==> src/rtl/core/sem_pkg.sv <==
// Shared types, constants and arithmetic helpers of the RGB Sobel edge magnitude block.
// Used by sem_ctrl, sem_datapath and sobel_edge_magnitude_rgb_top; no dependencies.
package sem_pkg;

    localparam int MAX_WIDTH  = 2048;
    localparam int COL_W      = $clog2(MAX_WIDTH);
    localparam int CFG_W      = 12;
    localparam int ROW_W      = 13;
    localparam int COUNT_W    = 23;
    localparam int PIX_W      = 24;
    localparam int CH_W       = 8;
    localparam int SUMSQ_W    = 21;
    localparam int ROOT_W     = 16;
    localparam int SQRT_STEPS = 8;
    localparam int CNT_W      = 5;

    localparam logic [ROW_W-1:0] ROW_LIMIT    = {ROW_W{1'b1}};
    localparam logic [CFG_W-1:0] WIDTH_RESET  = 12'd640;
    localparam logic [CFG_W-1:0] HEIGHT_RESET = 12'd480;
    localparam logic [COUNT_W-1:0] TOTAL_RESET =
        {{(COUNT_W-CFG_W){1'b0}}, WIDTH_RESET} * {{(COUNT_W-CFG_W){1'b0}}, HEIGHT_RESET};
    localparam logic [CH_W-1:0]  EDGE_MAX     = 8'd255;

    // Configuration register indexes.
    localparam logic REG_FRAME_WIDTH  = 1'b0;
    localparam logic REG_FRAME_HEIGHT = 1'b1;

    typedef struct packed {
        logic       accept;
        logic       win;
        logic       grad;
        logic       sqrt_step;
        logic [2:0] sq_idx;
        logic       out_load;
        logic       update;
        logic       total_load;
        logic       div_init;
        logic       div_step;
    } sem_cmd_t;

    typedef struct packed {
        logic emit;
        logic out_free;
    } sem_status_t;

    // Sum of squares of the Sobel gradients for one channel; the center tap has
    // weight zero in both kernels and is left out.
    function automatic logic [SUMSQ_W-1:0] sem_sumsq(
        input logic [CH_W-1:0] tl, input logic [CH_W-1:0] tm, input logic [CH_W-1:0] tr,
        input logic [CH_W-1:0] ml, input logic [CH_W-1:0] mr,
        input logic [CH_W-1:0] bl, input logic [CH_W-1:0] bm, input logic [CH_W-1:0] br);
        logic signed [11:0] gx;
        logic signed [11:0] gy;
        logic [9:0]  ax;
        logic [9:0]  ay;
        logic [19:0] sx;
        logic [19:0] sy;
        gx = $signed({4'd0, tr}) + $signed({3'd0, mr, 1'b0}) + $signed({4'd0, br})
           - $signed({4'd0, tl}) - $signed({3'd0, ml, 1'b0}) - $signed({4'd0, bl});
        gy = $signed({4'd0, bl}) + $signed({3'd0, bm, 1'b0}) + $signed({4'd0, br})
           - $signed({4'd0, tl}) - $signed({3'd0, tm, 1'b0}) - $signed({4'd0, tr});
        ax = gx[11] ? 10'(-gx) : gx[9:0];
        ay = gy[11] ? 10'(-gy) : gy[9:0];
        sx = ax * ax;
        sy = ay * ay;
        return {1'b0, sx} + {1'b0, sy};
    endfunction

endpackage

==> src/rtl/core/sem_ctrl.sv <==
// Sequencing state machine of the Sobel edge magnitude block.
// Depends on sem_pkg; drives sem_datapath through sem_cmd_t.
module sem_ctrl
    import sem_pkg::*;
(
    input  logic        aclk,
    input  logic        aresetn,
    input  logic        s_tvalid,
    output logic        s_tready,
    input  logic        cfg_we,
    input  sem_status_t status,
    output sem_cmd_t    cmd
);

    localparam logic [3:0] ST_IDLE  = 4'd0;
    localparam logic [3:0] ST_WIN   = 4'd1;
    localparam logic [3:0] ST_GRAD  = 4'd2;
    localparam logic [3:0] ST_SQRT  = 4'd3;
    localparam logic [3:0] ST_OUT   = 4'd4;
    localparam logic [3:0] ST_UPD   = 4'd5;
    localparam logic [3:0] ST_TOTAL = 4'd6;
    localparam logic [3:0] ST_DINIT = 4'd7;
    localparam logic [3:0] ST_DIV   = 4'd8;

    logic [3:0]       state_reg, state_next;
    logic [CNT_W-1:0] cnt_reg, cnt_next;

    assign s_tready = (state_reg == ST_IDLE) && !cfg_we;

    always_comb begin
        state_next = state_reg;
        cnt_next   = cnt_reg;
        cmd        = '0;
        cmd.sq_idx = cnt_reg[2:0];
        unique case (state_reg)
            ST_IDLE: begin
                if (s_tvalid && s_tready) begin
                    cmd.accept = 1'b1;
                    state_next = ST_WIN;
                end
            end
            ST_WIN: begin
                cmd.win    = 1'b1;
                state_next = status.emit ? ST_GRAD : ST_UPD;
            end
            ST_GRAD: begin
                cmd.grad   = 1'b1;
                cnt_next   = '0;
                state_next = ST_SQRT;
            end
            ST_SQRT: begin
                cmd.sqrt_step = 1'b1;
                cnt_next      = cnt_reg + 1'b1;
                if (cnt_reg == CNT_W'(SQRT_STEPS - 1)) begin
                    state_next = ST_OUT;
                end
            end
            ST_OUT: begin
                if (status.out_free) begin
                    cmd.out_load = 1'b1;
                    state_next   = ST_UPD;
                end
            end
            ST_UPD: begin
                cmd.update = 1'b1;
                state_next = ST_IDLE;
            end
            ST_TOTAL: begin
                cmd.total_load = 1'b1;
                state_next     = ST_DINIT;
            end
            ST_DINIT: begin
                cmd.div_init = 1'b1;
                cnt_next     = '0;
                state_next   = ST_DIV;
            end
            ST_DIV: begin
                cmd.div_step = 1'b1;
                cnt_next     = cnt_reg + 1'b1;
                if (cnt_reg == CNT_W'(COUNT_W - 1)) begin
                    state_next = ST_IDLE;
                end
            end
            default: begin
                state_next = ST_IDLE;
            end
        endcase
        // A register write restarts the frame-size bookkeeping.
        if (cfg_we) begin
            state_next = ST_TOTAL;
        end
    end

    always_ff @(posedge aclk) begin
        if (!aresetn) begin
            state_reg <= ST_IDLE;
            cnt_reg   <= '0;
        end else begin
            state_reg <= state_next;
            cnt_reg   <= cnt_next;
        end
    end

endmodule

==> config.mk <==
export PLATFORM = sky130hd
export DESIGN_NAME = sem_ctrl
export DESIGN_NICKNAME = d
export VERILOG_FILES = /design/src/rtl/core/sem_pkg.sv /design/src/rtl/core/sem_ctrl.sv
export SDC_FILE = /design/constraint.sdc
export NUM_CORES = 1
export LEC_CHECK = 0
export BUFFER_PORTS_ARGS = -buffer_cell sky130_fd_sc_hd__buf_2
export CORE_MARGIN = 2
export CORE_UTILIZATION = 45
export DETAILED_ROUTE_END_ITERATION = 10
export PLACE_DENSITY = 0.73
export SLEW_MARGIN = 40
export SYNTH_ARGS = -nofsm -noshare
export SYNTH_HDL_FRONTEND = slang
export SYNTH_SLANG_ARGS = --single-unit
==> constraint.sdc <==
create_clock -name aclk -period 1.15 [get_ports aclk]
set_input_delay 0.0575 -clock aclk [delete_from_list [all_inputs] [get_ports aclk]]
set_output_delay 0.0575 -clock aclk [all_outputs]
set_load 0.02 [all_outputs]
==> results of run 1 <==
-- critical path: cells and delay by family, from the launching register on --
kind	cells	cell delay (ps)
buffers and inverters	3	350
DFF	1	380
and+or+nand+nor	2	310
-- metal layers --
layer  global-route usage, %  part of all wire (%)  vias up
li1                        -                     -      404
met4                    23.8                   5.6        0
met3                    4.26                   4.7       19
met1                    33.9                    38      427
met2                    62.1                    52       43
met5                       0                     0        -
-- power breakdown --
part           internal, mW  switching [mW]
logic                 0.241           0.218
registers             0.324          0.0374
clock network         0.134           0.132
total                 0.699           0.387
-- placed cells by master, fill, tap and decap left out, types with 2 or more instances in the layout --
master	count
dfxtp_4	4
o22ai_2	3
o21a_1	3
buf_6	17
xnor2_1	2
a21oi_1	2
nand3_1	2
nor2b_2	2
nor3_2	4
nand2b_4	2
nand2b_1	5
nor2_4	3
dfxtp_2	2
nor2_1	3
buf_4	29
buf_2	8
inv_1	7
clkbuf_4	3
dfxtp_1	3
nor2_2	2
-- worst min-delay path by stage --
stage	cells after the start	slack, ps	from	endpoint
after floorplan	1	180	aresetn	state_reg[1]
after global placement	2	340	cfg_we	state_reg[1]
after detailed placement	2	340	cfg_we	state_reg[1]
after CTS	2	60	cfg_we	state_reg[1]
after global routing	2	90	cfg_we	state_reg[1]
final	2	90	cfg_we	state_reg[1]
-- logic make-up after synthesis --
family / Yosys count / synth area share (%)
compound gates: 21 / 22.8
xor+xnor: 2 / 2.58
fa+ha+maj: 2 / 3.68
buf+inv: 14 / 11.8
flops: 9 / 26.5
simple gates: 37 / 32.6
-- cell type report --
cell class,instances,area [um^2]
multi-input combinational,62,609
timing repair buffer,54,449
sequential,9,198
fill,62,125
clock buffer,4,26.3
inverter,7,26.3
tap,16,20.0
-- repair_timing --
action / in CTS / in global routing
setup buffers: 8 / 5
resized for setup: 45 / 21
hold buffers: 0 / 0
endpoints found under the hold margin: 0 / 0
pin swaps: 10 / 9
gates cloned: 0 / 0
setup endpoints to repair: 19 / 19
-- metrics by stage --
stage	util, %	total power, mW
detailed placement	65.9	0.633
CTS	83.0	1.00
floorplan	-	0.525
global route	91.4	1.13
finish	91.4	1.09
global placement	65.9	0.623
==> summary.txt, run 1 <==
GRT
  – Initial antenna violation count: 0
  – Vias in the first global route: 922
  – GRT Util Overall: 33.7%
  – Remaining global-route overflow: 0
  – Largest net degree at the start of global routing: 9
  – First-pass GRT wire length: 4490 um

Worst setup path
  – Worst setup path class: flip-flop to output port
  – Critical R2R Launch: state_reg[3]
  – Critical Path Sink: cmd[4]
  – Max FO, Critical Path: 6
  – Worst setup EP type: output port
  – Slowest stage cell, crit path: dfxtp_4
  – WP data arrival: 1320 ps
  – Worst setup path start: state_reg[0]
  – Critical R2R Capture: cnt_reg[0]
  – R2r worst-path depth: 4
  – Reg-to-reg slack, setup: -220 ps
  – Most Frequent Cell on Critical Path: buf_6
  – CP cell instances: buf_6, nor2b_4, buf_6, and3_4, buf_6
  – Slowest stage delay, CP: 380 ps
  – CP Launch Type: flip-flop
  – Critical path required time: 1090 ps

Route
  – Drt wl/cell: 20.5 um
  – Drt total wl: 3120 um
  – DRT iter0 DRCs: 22
  – Pre-antenna DRT Iters: 4
  – Post-route antenna net violation count: 0
  – DRC Markers: 0
  – Via Count: 893
  – Vias/cell: 5.88

Power
  – Power per Cell Area: 818 nW/um^2
  – Lkg Pwr: 0.565 nW
  – Worst VDD drop: 0.552 mV

STA
  – Final setup viols: 19
  – Clk_skew: 2.10 ps
  – Final slew viol count: 0
  – Hold Fails Final Rpt: 0
  – Minimum clock period: 1370 ps
  – Worst Max-Slew Pin Slew: 356 ps
  – Final worst slack: -224 ps
  – FMAX: 728 MHz
  – Period utilization: 120%
  – Max-slew headroom: 76.0%
  – Hold WS: 86.6 ps
  – RSZ-0062 raised after global routing: true
  – Setup TNS: -3290 ps

Yosys
  – Yosys top cell by area: dfxtp_1
  – Syn Nets: 93
  – Number of enable flip-flop cells after synthesis: 0
  – Syn Area/Cell: 7.99 um^2
  – Asr flop ratio synth: 0%
  – Synthesis warning total: 0
  – Area fraction of the dominant cell type after synthesis: 26.5%
  – Cells after Synth: 85
  – Ys flop type: dfxtp_1
  – Cell with the most instances after synthesis: dfxtp_1
  – Synth top area cells: dfxtp_1, nand2b_1, buf_4
  – Sequential area share after synthesis: 26.5%
  – Flops & latches, synth: 9
  – Synth cell types: 35
  – Post-synth top cells: dfxtp_1, nor2_1, inv_1, nand2b_1
  – Post-synthesis instance area: 679 um^2

Status
  – Status: finished, violations left
  – Failing checks: setup timing

Floorplan
  – Core box area: 1450 um^2
  – Die width: 42.9 um
  – Io pins: 19
  – Starting Density: 46.7%
  – Die H: 42.9 um
  – Die area: 1840 um^2
  – Row count: 14

Clocking
  – Clock buffer count from CTS: 3
  – Clock Path Buffers: 2
  – Worst-Skew Late Latency: 270 ps
  – Reg clk slew, reported paths: 70 ps
  – H-tree level count: 1
  – CTS root buf: clkbuf_4
  – CTS tree: built
  – # clock sinks: 9

Cells and area
  – Diode count: 0
  – Area delta synth->final: 95.6%
  – Final instance area: 1330 um^2
  – Total Nets Final: 145
  – Max reg flops: 5
  – Layout cells sized above 1: 69.9%
  – Non-Filler Instances: 152

Min path
  – Worst hold path type: input pin to flip-flop

Place
  – Port-buffer cells: 18
  – Post-placement setup slack: -222 ps
  – Placed insts: 135
  – Dpl cell area: 958 um^2
  – Detailed placement HPWL: 1520 um
  – Placer Congestion: 0.805

Run
  – Max_cap viols: 0
No activity file was read; power rests on OpenSTA's default activity.
==> run 2, diff against run 1 <==
REMOVE_ABC_BUFFERS = 1   (was default)
==> run 2 against run 1 <==
- the flow still finishes with violations (setup timing)
- die area unchanged
- global-route usage decreased by 1.1 points
- total power increased by 3.2%
- critical endpoint unchanged
==> summary.txt, run 2 (same netlist as run 1, synthesis figures left out) <==
Cells and area
  – Util after Layout: 94.6%
  – Diode count: 0
  – Most common cell after layout, fill and taps aside: buf_4
  – Most frequent cells in the layout: buf_4, buf_6, buf_2, inv_1, nand2b_1
  – Max reg flops: 5
  – Layout cells sized above 1: 72.1%
  – Total Nets Final: 145
  – Area delta synth->final: 102%

Clocking
  – CTS root buf: clkbuf_4
  – Clock Path Buffers: 2
  – Reg clk slew, reported paths: 60 ps
  – Worst-Skew Late Latency: 260 ps
  – Hold-fix buffers, CTS: 0
  – H-tree level count: 1
  – Clock buffer count from CTS: 3
  – # clock sinks: 9
  – CTS tree: built

Route
  – Post-route antenna net violation count: 0
  – Drt wl/cell: 22.9 um
  – DRC Markers: 0
  – Vias/cell: 6.36
  – Via Count: 966
  – DRT iter0 DRCs: 70
  – Pre-antenna DRT Iters: 4
  – Drt total wl: 3480 um

STA
  – Final slew viol count: 0
  – Worst Max-Slew Pin Slew: 345 ps
  – Final worst slack: -279 ps
  – Final setup viols: 19
  – RSZ-0062 raised after global routing: true
  – Minimum clock period: 1430 ps
  – Max-slew headroom: 76.9%
  – FMAX: 700 MHz
  – Period utilization: 124%
  – Hold Fails Final Rpt: 0
  – Clk_skew: 6.85 ps

Floorplan
  – Die area: 1840 um^2
  – Starting Density: 46.7%
  – Core box area: 1450 um^2
  – Die H: 42.9 um
  – Die width: 42.9 um
  – Io pins: 19
  – Row count: 14

Power
  – Power per Cell Area: 816 nW/um^2
  – Worst VDD drop: 0.734 mV
  – Power, Total: 1.12 mW
  – Lkg Pwr: 0.570 nW

Worst setup path
  – Worst setup EP type: output port
  – Critical path required time: 1090 ps
  – WP data arrival: 1370 ps
  – Worst setup path class: flip-flop to output port
  – CP Launch Type: flip-flop
  – Max FO, Critical Path: 6

Status
  – Status: finished, violations left
  – Failing checks: setup timing

Min path
  – Worst hold path type: input pin to flip-flop

GRT
  – GRT Util Overall: 32.6%
  – Vias in the first global route: 883
  – First-pass GRT wire length: 4410 um
  – Initial antenna violation count: 0
  – Largest net degree at the start of global routing: 8
  – Remaining global-route overflow: 0

Place
  – Port-buffer cells: 18
  – Placer Congestion: 0.810
  – Detailed placement HPWL: 1470 um

Run
  – Max_cap viols: 0
-- run 2: area by class of cell --
| class | instances | area (um^2) |
|---|---|---|
| clock buffer | 4 | 26.3 |
| fill | 37 | 78.8 |
| inverter | 7 | 26.3 |
| multi-input combinational | 62 | 643 |
| sequential | 9 | 198 |
| tap | 16 | 20.0 |
| timing repair buffer | 54 | 462 |
-- run 2: worst paths after layout --
kind	startpoint	cells past startpoint	slack, ps	endpoint
hold / removal	aresetn	2	100	state_reg[1]
setup / recovery	state_reg[1]	5	-280	cmd[4]
setup reg to reg	state_reg[2]	4	-250	state_reg[1]
hold reg to reg	cnt_reg[4]	2	610	cnt_reg[4]
-- run 2: critical path: stages (launching register included) --
cell     delay, ps
dfxtp_4        370
buf_6          130
buf_6          120
nor2_4         150
and3_4         220
buf_6          110
-- run 2: where the power goes --
| part | internal [mW] | leakage [nW] | total [mW] | switching [mW] |
|---|---|---|---|---|
| Combinational | 0.261 | 0.478 | 0.512 | 0.251 |
| Clock | 0.134 | 0.0150 | 0.259 | 0.125 |
| Sequential | 0.324 | 0.0768 | 0.351 | 0.0267 |
-- run 2: layer usage --
layer | part of all wire [%] | track usage [%]
met1 | 37 | 39.9
met2 | 47 | 57.0
met3 | 10 | 6.81
met4 | 5.7 | 8.75
met5 | 0 | 0
-- run 2: repair_timing --
| action | 4_1_cts | 5_1_grt |
|---|---|---|
| gates cloned | 0 | 0 |
| endpoints found under the setup margin | 19 | 19 |
| hold endpoints to repair | 0 | 0 |
| gates resized for setup | 59 | 27 |
| pin swaps | 7 | 7 |
| buffers inserted | 6 | 6 |
-- run 2: through the flow --
| step | instance area [um^2] | worst slack, ps | TNS [ps] | hold slack [ps] | instances |
|---|---|---|---|---|---|
| 2_1_floorplan | 626 | -727 | -4470 | 185 | 78 |
| 3_3_place_gp | 916 | -211 | -1750 | 340 | 136 |
| 3_5_place_dp | 916 | -252 | -2160 | 343 | 136 |
| 4_1_cts | 1210 | -194 | -2730 | 67.2 | 146 |
| 5_1_grt | 1380 | -315 | -4370 | 104 | 152 |
| 6_report | 1380 | -279 | -3810 | 98.8 | 152 |
